`src/hdl/b2da_pkg.sv`:
```
// ----------------------------------------------------------------------------
// b2da_pkg: shared definitions for the binary to decimal ASCII converter
// Widths, constants, controller states and the control/status bundles.
// ----------------------------------------------------------------------------
package b2da_pkg;

  localparam int VALUE_BITS = 32;
  localparam int DIGITS     = 10;                     // decimal digits of a 32-bit value
  localparam int BCD_BITS   = 4 * DIGITS;
  localparam int DIG_IDX    = $clog2(DIGITS);
  localparam int STEP_BITS  = $clog2(VALUE_BITS + 1);
  localparam int WIDTH_BITS = 5;
  localparam int CHAR_BITS  = 6;

  localparam logic [WIDTH_BITS-1:0] MAX_WIDTH  = 5'd16;
  localparam logic [CHAR_BITS-1:0]  ASCII_ZERO = 6'd48;

  typedef enum logic [1:0] {
    ST_IDLE,
    ST_CONV,
    ST_SIZE,
    ST_EMIT
  } state_t;

  typedef struct packed {
    logic load;    // capture input item, clear BCD
    logic shift;   // one double dabble step
    logic size;    // set digit count and first position
    logic emit;    // load one character into the output register
  } cmd_t;

  typedef struct packed {
    logic steps_done;
    logic last_pos;
    logic out_free;
  } sts_t;

endpackage

```
`src/hdl/b2da_if.sv`:
```
// ----------------------------------------------------------------------------
// b2da_if: valid/ready channels of the converter
// Input channel carries the value and minimum width, result channel one char.
// ----------------------------------------------------------------------------
interface b2da_in_if;
  logic                                valid;
  logic                                ready;
  logic [b2da_pkg::VALUE_BITS-1:0]     value;
  logic [b2da_pkg::WIDTH_BITS-1:0]     min_width;

  modport source (output valid, output value, output min_width, input ready);
  modport sink   (input valid, input value, input min_width, output ready);
endinterface

interface b2da_out_if;
  logic                                valid;
  logic                                ready;
  logic [b2da_pkg::CHAR_BITS-1:0]      character;
  logic                                last;
  logic [b2da_pkg::WIDTH_BITS-1:0]     char_count;

  modport source (output valid, output character, output last, output char_count,
                  input ready);
  modport sink   (input valid, input character, input last, input char_count,
                  output ready);
endinterface

```
`src/hdl/binary_to_decimal_ascii.sv`:
```
// ----------------------------------------------------------------------------
// binary_to_decimal_ascii: 32-bit unsigned to zero padded decimal ASCII
// Converts each value by double dabble and streams its characters out.
// ----------------------------------------------------------------------------
//
//  channel   dir  payload                              transfer
//  in_ch     in   value[31:0], min_width[4:0]          valid & ready
//  out_ch    out  character[5:0], last, char_count[4:0] valid & ready, one per char
//
// Sequence: a value goes through a load, 32 dabble steps, a step-count check,
// a sizing step and one emit step per character (1 to 16); back pressure
// holds the emit steps. The double dabble loop is serial.
// Reset (rst_n low, synchronous) empties the output register and returns the
// sequencer to idle. A stalled output register holds the character stream;
// the next value is taken while the final character still waits.
//
module binary_to_decimal_ascii (
  input  logic        clk,
  input  logic        rst_n,
  b2da_in_if.sink     in_ch,
  b2da_out_if.source  out_ch
);

  b2da_pkg::cmd_t cmd;   // sequencer commands to the datapath
  b2da_pkg::sts_t sts;   // datapath status back to the sequencer

  // Sequencer: idle -> conversion steps -> sizing -> character output.
  b2da_ctrl u_ctrl (
    .clk      (clk),
    .rst_n    (rst_n),
    .in_valid (in_ch.valid),
    .in_ready (in_ch.ready),
    .sts      (sts),
    .cmd      (cmd)
  );

  // Datapath: binary/BCD shift registers, sizing logic, output register.
  // Padding falls out of the digit select: positions above the highest
  // nonzero digit read as zero.
  b2da_dp u_dp (
    .clk            (clk),
    .rst_n          (rst_n),
    .cmd            (cmd),
    .sts            (sts),
    .in_value       (in_ch.value),
    .in_min_width   (in_ch.min_width),
    .out_valid      (out_ch.valid),
    .out_ready      (out_ch.ready),
    .out_character  (out_ch.character),
    .out_last       (out_ch.last),
    .out_char_count (out_ch.char_count)
  );

endmodule

```
`src/hdl/b2da_ctrl.sv`:
```
// ----------------------------------------------------------------------------
// b2da_ctrl: converter sequencer
// Steps the datapath through load, dabble steps, sizing and character output.
// ----------------------------------------------------------------------------
module b2da_ctrl (
  input  logic           clk,
  input  logic           rst_n,
  input  logic           in_valid,
  output logic           in_ready,
  input  b2da_pkg::sts_t sts,
  output b2da_pkg::cmd_t cmd
);

  b2da_pkg::state_t state_r;
  b2da_pkg::state_t state_nxt;

  always_ff @(posedge clk) begin
    if (!rst_n) begin
      state_r <= b2da_pkg::ST_IDLE;
    end else begin
      state_r <= state_nxt;
    end
  end

  always_comb begin
    state_nxt = state_r;
    cmd       = '0;
    in_ready  = 1'b0;
    unique case (state_r)
      b2da_pkg::ST_IDLE: begin
        in_ready = 1'b1;
        if (in_valid) begin
          cmd.load  = 1'b1;
          state_nxt = b2da_pkg::ST_CONV;
        end
      end
      b2da_pkg::ST_CONV: begin
        if (sts.steps_done) begin
          state_nxt = b2da_pkg::ST_SIZE;
        end else begin
          cmd.shift = 1'b1;
        end
      end
      b2da_pkg::ST_SIZE: begin
        cmd.size  = 1'b1;
        state_nxt = b2da_pkg::ST_EMIT;
      end
      b2da_pkg::ST_EMIT: begin
        if (sts.out_free) begin
          cmd.emit = 1'b1;
          if (sts.last_pos) begin
            state_nxt = b2da_pkg::ST_IDLE;
          end
        end
      end
      default: state_nxt = b2da_pkg::ST_IDLE;
    endcase
  end

endmodule

```
`src/hdl/b2da_dp.sv`:
```
// ----------------------------------------------------------------------------
// b2da_dp: converter datapath
// Double dabble shift registers, digit sizing and the output register.
// ----------------------------------------------------------------------------
module b2da_dp (
  input  logic                                clk,
  input  logic                                rst_n,
  input  b2da_pkg::cmd_t                      cmd,
  output b2da_pkg::sts_t                      sts,
  input  logic [b2da_pkg::VALUE_BITS-1:0]     in_value,
  input  logic [b2da_pkg::WIDTH_BITS-1:0]     in_min_width,
  output logic                                out_valid,
  input  logic                                out_ready,
  output logic [b2da_pkg::CHAR_BITS-1:0]      out_character,
  output logic                                out_last,
  output logic [b2da_pkg::WIDTH_BITS-1:0]     out_char_count
);

  logic [b2da_pkg::VALUE_BITS-1:0] bin_r;
  logic [b2da_pkg::BCD_BITS-1:0]   bcd_r;
  logic [b2da_pkg::BCD_BITS-1:0]   bcd_adj;
  logic [b2da_pkg::STEP_BITS-1:0]  step_r;
  logic [b2da_pkg::WIDTH_BITS-1:0] minw_r;
  logic [b2da_pkg::WIDTH_BITS-1:0] total_r;
  logic [b2da_pkg::WIDTH_BITS-1:0] pos_r;
  logic [b2da_pkg::WIDTH_BITS-1:0] ndig;
  logic [b2da_pkg::WIDTH_BITS-1:0] total;
  logic [3:0]                      digit [b2da_pkg::DIGITS];
  logic [3:0]                      sel_digit;
  logic                            out_valid_r;
  logic [b2da_pkg::CHAR_BITS-1:0]  out_char_r;
  logic                            out_last_r;
  logic [b2da_pkg::WIDTH_BITS-1:0] out_count_r;

  always_comb begin
    for (int d = 0; d < b2da_pkg::DIGITS; d++) begin
      digit[d] = bcd_r[4*d +: 4];
      bcd_adj[4*d +: 4] = (digit[d] >= 4'd5) ? digit[d] + 4'd3 : digit[d];
    end
  end

  // highest nonzero digit, at least one digit
  always_comb begin
    ndig = b2da_pkg::WIDTH_BITS'(1);
    for (int d = 0; d < b2da_pkg::DIGITS; d++) begin
      if (digit[d] != 4'd0) begin
        ndig = b2da_pkg::WIDTH_BITS'(d + 1);
      end
    end
    total = (minw_r > ndig) ? minw_r : ndig;
  end

  // positions above the top digit are padding
  assign sel_digit = (pos_r < b2da_pkg::WIDTH_BITS'(b2da_pkg::DIGITS))
                   ? digit[pos_r[b2da_pkg::DIG_IDX-1:0]] : 4'd0;

  always_ff @(posedge clk) begin
    if (cmd.load) begin
      bin_r  <= in_value;
      bcd_r  <= '0;
      step_r <= '0;
      minw_r <= (in_min_width > b2da_pkg::MAX_WIDTH) ? b2da_pkg::MAX_WIDTH : in_min_width;
    end else if (cmd.shift) begin
      bcd_r  <= {bcd_adj[b2da_pkg::BCD_BITS-2:0], bin_r[b2da_pkg::VALUE_BITS-1]};
      bin_r  <= {bin_r[b2da_pkg::VALUE_BITS-2:0], 1'b0};
      step_r <= step_r + 1'b1;
    end
    if (cmd.size) begin
      total_r <= total;
      pos_r   <= total - 1'b1;
    end else if (cmd.emit) begin
      pos_r   <= pos_r - 1'b1;
    end
    if (cmd.emit) begin
      out_char_r  <= b2da_pkg::ASCII_ZERO + {2'b00, sel_digit};
      out_last_r  <= (pos_r == '0);
      out_count_r <= total_r;
    end
  end

  always_ff @(posedge clk) begin
    if (!rst_n) begin
      out_valid_r <= 1'b0;
    end else if (cmd.emit) begin
      out_valid_r <= 1'b1;
    end else if (out_ready) begin
      out_valid_r <= 1'b0;
    end
  end

  assign sts.steps_done = (step_r == b2da_pkg::STEP_BITS'(b2da_pkg::VALUE_BITS));
  assign sts.last_pos   = (pos_r == '0);
  assign sts.out_free   = !out_valid_r || out_ready;

  assign out_valid      = out_valid_r;
  assign out_character  = out_char_r;
  assign out_last       = out_last_r;
  assign out_char_count = out_count_r;

endmodule

```
`src/flat_wrapper.sv`:
```
// flat-port wrapper written by rule: the top's interface ports become plain ports
module binary_to_decimal_ascii_flat 
  (clk, rst_n, in_ch_valid, in_ch_value, in_ch_min_width, in_ch_ready, out_ch_valid, out_ch_character, out_ch_last, out_ch_char_count, out_ch_ready);
  b2da_in_if in_ch_i ();
  b2da_out_if out_ch_i ();
  input  logic clk;
  input  logic rst_n;
  input wire logic [$bits(in_ch_i.valid)-1:0] in_ch_valid;
  input wire logic [$bits(in_ch_i.value)-1:0] in_ch_value;
  input wire logic [$bits(in_ch_i.min_width)-1:0] in_ch_min_width;
  output wire logic [$bits(in_ch_i.ready)-1:0] in_ch_ready;
  output wire logic [$bits(out_ch_i.valid)-1:0] out_ch_valid;
  output wire logic [$bits(out_ch_i.character)-1:0] out_ch_character;
  output wire logic [$bits(out_ch_i.last)-1:0] out_ch_last;
  output wire logic [$bits(out_ch_i.char_count)-1:0] out_ch_char_count;
  input wire logic [$bits(out_ch_i.ready)-1:0] out_ch_ready;
  assign in_ch_i.valid = in_ch_valid;
  assign in_ch_i.value = in_ch_value;
  assign in_ch_i.min_width = in_ch_min_width;
  assign in_ch_ready = in_ch_i.ready;
  assign out_ch_valid = out_ch_i.valid;
  assign out_ch_character = out_ch_i.character;
  assign out_ch_last = out_ch_i.last;
  assign out_ch_char_count = out_ch_i.char_count;
  assign out_ch_i.ready = out_ch_ready;
  binary_to_decimal_ascii u_core (.clk(clk), .rst_n(rst_n), .in_ch(in_ch_i), .out_ch(out_ch_i));
endmodule
```
`config.mk`:
```
export PLATFORM = sky130hd
export DESIGN_NAME = binary_to_decimal_ascii_flat
export DESIGN_NICKNAME = d
export VERILOG_FILES = /design/src/hdl/b2da_pkg.sv /design/src/hdl/b2da_if.sv /design/src/hdl/binary_to_decimal_ascii.sv /design/src/hdl/b2da_ctrl.sv /design/src/hdl/b2da_dp.sv /design/src/flat_wrapper.sv
export SDC_FILE = /design/constraint.sdc
export NUM_CORES = 1
export LEC_CHECK = 0
export ABC_AREA = 1
export CAP_MARGIN = 20
export CORE_MARGIN = 5
export CORE_UTILIZATION = 69
export DETAILED_ROUTE_END_ITERATION = 10
export DONT_BUFFER_PORTS = 1
export PLACE_DENSITY = 0.92
export SLEW_MARGIN = 10
export SYNTH_ARGS = -nofsm -noshare
export SYNTH_HDL_FRONTEND = slang
export SYNTH_HIERARCHICAL = 1
export SYNTH_SLANG_ARGS = --single-unit
export TNS_END_PERCENT = 20
```
`constraint.sdc`:
```
create_clock -name clk -period 9 [get_ports clk]
set_clock_uncertainty 0.15 [all_clocks]
set_input_delay 1.35 -clock clk [delete_from_list [all_inputs] [get_ports clk]]
set_output_delay 1.35 -clock clk [all_outputs]
set_load 0.005 [all_outputs]
```
Word level (Yosys, flattened, before mapping)
Cells that the tools add are included.

word-level totals
  register bits after elaboration = 108
  bits in latches = 0
  bits in writable memories = 0
  ROM bits = 0
  input port bits = 41
  output and inout port bits = 14
  word-level logic and storage cells = 108
  memories kept = 0

operators by class
  add/sub/neg operators = 14
  multiply operators = 0
  divide/modulo/power cells = 0
  magnitude comparators = 14
  eq/ne operators = 8
  shift operators = 0
  mux-type cells = 43
  bitwise operators = 1
  reductions and logical operators = 17

operators with widths
  operator                                                            number
  2-to-1 mux 32 bit                                                   2
  2-to-1 mux 5 bit                                                    11
  2-to-1 mux 4 bit                                                    12
  greater-or-equal comparator 4 x 3 -> 1 bit (second input constant)  10
  adder 4 x 2 -> 4 bit (second input constant)                        9
  nonzero test 4 bit                                                  9
  binary-select mux 4 bit (select 4 bit)                              1
  2-to-1 mux 1 bit                                                    10
  2-to-1 mux 2 bit                                                    5
  subtractor 5 x 1 -> 5 bit (second input constant)                   2
  case mux 2 bit (4 select lines)                                     1
  adder 5 x 5 -> 6 bit (first input constant)                         1
  adder 6 x 1 -> 6 bit (second input constant)                        1
  equality test 6 bit (second input constant)                         1
  != test 2 x 1 -> 1 bit (second input constant)                      3
  nonzero test 2 bit                                                  3
  greater-or-equal comparator 5 bit (second input constant)           1
  > comparator 5 bit                                                  1
  > comparator 5 bit (second input constant)                          1
  zero test 5 bit                                                     1
  < comparator 5 x 4 -> 1 bit (second input constant)                 1
  NOT 4 -> 5 bit                                                      1
  equality test 2 bit (second input constant)                         2
  AND reduction 4 bit                                                 1
  other kinds (7)                                                     7

Depth between registers and ports, before layout
  word-level depth = 14
  mapped depth = 25

Cells and area by module
Netlist, hierarchy kept.

modules (own cells, without submodules)
  module     times used  cells an instance  area each (um^2)  seq. area each (um^2)
  b2da_dp    1           675                5,487.8           2,652.5
  b2da_ctrl  1           33                 219.0             40.0

Least setup slack after synthesis
No wires, ideal clock.

  kind = input to register
  start point = in in_ch_valid
  end point = reg u_core/u_dp/bin_r[0] in the netlist's numbering, enable pin
  setup time = 0.377 ns
  data arrival time = 2.542 ns
  data required time = 8.473 ns
  path slack = 5.930 ns
  cell stages on the path = 6
  path through = nand2_1 -> inv_1 -> clkbuf_1 -> inv_1 -> nand2_1 -> buf_2

RTL lines
  what                  line               RTL
  start, declared       flat_wrapper.sv:8  input wire logic [$bits(in_ch_i.valid)-1:0] in_ch_valid;
  end signal, assigned  b2da_dp.sv:59      bin_r <= in_value;
  end signal, assigned  b2da_dp.sv:65      bin_r <= {bin_r[b2da_pkg::VALUE_BITS-2:0], 1'b0};
  end, declared         b2da_dp.sv:19      logic [b2da_pkg::VALUE_BITS-1:0] bin_r;

==> impl_metrics.env <==
export IMPL_fp_dieW_um=100.9
export IMPL_grt_max_degree=53
export IMPL_die_y_um=100.9
export IMPL_required_ns=9.16
export IMPL_start_kind="flip-flop"
export IMPL_rsz0062_at_grt="no"
export IMPL_max_freq_mhz=275.8
export IMPL_maxSlewHeadroom_pct=43.75
export IMPL_total_power_uw=1798
export IMPL_synth_edff_count=57
export IMPL_crit_family="buffers and inverters"
export IMPL_grt_overflow_total=0
export IMPL_synth_cell_types=38
export IMPL_pwr_share_comb_pct=39.5
export IMPL_cpMostUsedCell="inv_1"
export IMPL_drcViolationCount=0
export IMPL_cts_setup_buffers=0
export IMPL_final_cells=807
export IMPL_row_count=33
export IMPL_drt_total_wl_mm=13.44
export IMPL_clock_root_buffer="clkbuf_8"
export IMPL_first_global_vias=4656
export IMPL_n_antenna_cell=0
export IMPL_antenna_found_initial=0
export IMPL_arrival_ns=3.78
export IMPL_netlist_top_cells_area="edfxtp_1, dfxtp_1, nand2_1"
export IMPL_syn_to_final_growth_pct=4.538
export IMPL_ys_seq_area_share_pct=47.18
export IMPL_drive_above_1_share_pct=7.692
export IMPL_fin_area_um2=5966
export IMPL_powerDensity_nw_per_um2=301.4
export IMPL_cts_tree="built"
export IMPL_maxCapViolations=0
export IMPL_vias=4907
export IMPL_viasPerCell=6.081
export IMPL_ir_drop_v=0.0003209
export IMPL_worstSetupPathType="flip-flop to flip-flop"
export IMPL_coreArea_um2=8134
export IMPL_hold_buffers=0
export IMPL_first_iter_violations=484
export IMPL_yosys_area_top_type="edfxtp_1"
export IMPL_min_period_ns=3.626
export IMPL_final_antenna_net_count=0
export IMPL_place_congestion=0.9592
export IMPL_slowest_delay_ns=0.76
export IMPL_switching_share_pct=42.63
export IMPL_yosysTopAreaCellShare_pct=29.99
export IMPL_end_kind="flip-flop"
export IMPL_syn_area_um2=5707
export IMPL_hold_viol_final=0
export IMPL_io_buffers=0
export IMPL_leakage_uw=0.002537
export IMPL_dp_hpwl_mm=9.371
export IMPL_yosysWarningCount=6
export IMPL_ys_ff_latch=106
export IMPL_fin_setup_tns_ns=0
export IMPL_track_usage_pct=26.27
export IMPL_placed_area_um2=5761
export IMPL_status="completed"
export IMPL_final_common_cell="nand2_1"
export IMPL_insertion_delay_ns=0.39
export IMPL_grt_pass1_wl_mm=21.24
export IMPL_cts_path_max_buffers=2
export IMPL_cts_htree_levels=3
export IMPL_crit_fanout=23
export IMPL_fillers=561
export IMPL_dp_cells=791
export IMPL_synthCells=708
export IMPL_crit_slowest_cell="nor2_1"
export IMPL_drtPass1Iterations=6
export IMPL_wire_per_inst_um=16.65
export IMPL_nNetsFinal=771
export IMPL_ctsResizeCount=0
export IMPL_p_switching_uw=766.7
export IMPL_p_seq_share_pct=43.9
export IMPL_numCtsBuffers=9
export IMPL_finalCritPeriodShare_pct=40.29
export IMPL_tightestPinTransition_ns=0.8407
export IMPL_clk_pin_slew_ns=0.12
export IMPL_initial_utilization_pct=70.16
export IMPL_path_cells="inv_1, ha_1, nand3_1, nor3_1, inv_1, nand2_2, inv_1, inv_1, nor2_1, buf_4, inv_1, o31ai_1"
export IMPL_ios=55
export IMPL_whs_ns=0.2888
export IMPL_setup_viol=0
export IMPL_async_flop_share_pct=0
export IMPL_cts_sinks=106
export IMPL_hold_class="flip-flop to flip-flop"
export IMPL_final_cell_mix="nand2_1, inv_1, o21ai_0, edfxtp_1, dfxtp_1"
export IMPL_path_buf_inv=6
export IMPL_die_area_um2=10190
export IMPL_clkPwrFrac_pct=16.6
export IMPL_drv_slew=0
export IMPL_p_int_uw=1032
export IMPL_synth_ff_type="edfxtp_1"
export IMPL_synth_avg_cell_area_um2=8.060
-- Yosys cell counts, drive strengths merged (2+ instances only) --
cell and n:
o21ai 68, buf 7, nand4 4, or2 6
inv 97, nand3 44, a31oi 2, o21bai 2
nand2 194, o211ai 5, o22ai 29, o31ai 2
o32ai 2, nor3 6, nor2 37, xor2 3
a21oi 35, ha 33, clkbuf 20, dfxtp 49
edfxtp 57
-- metrics by stage --
step / setup WS [ns] / util [%]
2_1_floorplan: 5.930 / -
3_3_place_gp: 5.667 / 70.82
3_5_place_dp: 5.573 / 70.82
4_1_cts: 5.432 / 73.34
5_1_grt: 5.198 / 73.34
6_report: 5.374 / 73.34
-- layout make-up --
type                    instances  area (um2)  area share, %
inverters                      97       364.1          6.103
clock buffers                   9       123.9          2.076
clock inverters                 7       81.33          1.363
flip-flops and latches        106        2693          45.13
multi-input cells             479        2542          42.62
repair buffers                  4       30.03         0.5034
well taps                     105       131.4          2.202
-- worst reg2reg max path: stages (launching register included) --
cell     delay (ns)
dfxtp_1        0.37
inv_1          0.07
ha_1           0.20
nand3_1        0.08
nor3_1         0.05
inv_1          0.09
nand2_2        0.09
inv_1          0.61
inv_1          0.46
nor2_1         0.77
buf_4          0.35
inv_1          0.08
o31ai_1        0.20
-- routing by layer --
layer	routed length (um)	GRT usage (%)	up-vias
met5	0	0	-
met4	334	10.63	0
met3	1281	5.260	35
met2	6739	45.62	289
met1	5080	31.91	2261
li1	-	-	2322
-- state kept, by name (all words and copies together), names as in the netlist --
register / cells
u_core/u_ctrl/state_r: 2
u_core/u_dp/bcd_r: 40
u_core/u_dp/bin_r: 32
u_core/u_dp/minw_r: 5
u_core/u_dp/out_char_count: 5
u_core/u_dp/out_character: 4
u_core/u_dp/out_last: 1
u_core/u_dp/out_valid: 1
u_core/u_dp/pos_r: 5
u_core/u_dp/step_r: 6
u_core/u_dp/total_r: 5
-- final timing paths --
path,from,endpoint,slack (ns),depth (start not counted)
worst max-delay path,u_core/u_dp/step_r[0],u_core/u_dp/bcd_r[3],5.37,12
worst min-delay path,u_core/u_dp/total_r[2],u_core/u_dp/out_char_count[2],0.29,0
worst max register to register,u_core/u_dp/step_r[0],u_core/u_dp/bcd_r[3],5.37,12
worst min register to register,u_core/u_dp/total_r[2],u_core/u_dp/out_char_count[2],0.29,0
-- logic make-up (layout without fill, tap and decap cells) --
group / count (synthesis) / in the layout / synth area share, %
flip-flops: 106 / 106 / 47.18
buffers and inverters: 124 / 117 / 8.375
AND/OR/NAND/NOR: 292 / 292 / 21.75
adder cells (fa/ha/maj): 33 / 33 / 7.235
XOR/XNOR: 4 / 4 / 0.6140
other: 1 / 2 / 0.06571
AO/OA/AOI/OAI: 148 / 148 / 14.78
-- power by group through the flow --
| stage | Sequential, uW | Clock [uW] | Combinational (uW) |
|---|---|---|---|
| 2_1_floorplan | 760 | 0 | 544 |
| 3_3_place_gp | 789 | 0 | 645 |
| 3_5_place_dp | 799 | 0 | 690 |
| 4_1_cts | 788 | 299 | 701 |
| 5_1_grt | 799 | 326 | 793 |
| 6_report | 790 | 298 | 710 |
(Power assumes the default switching activity.)
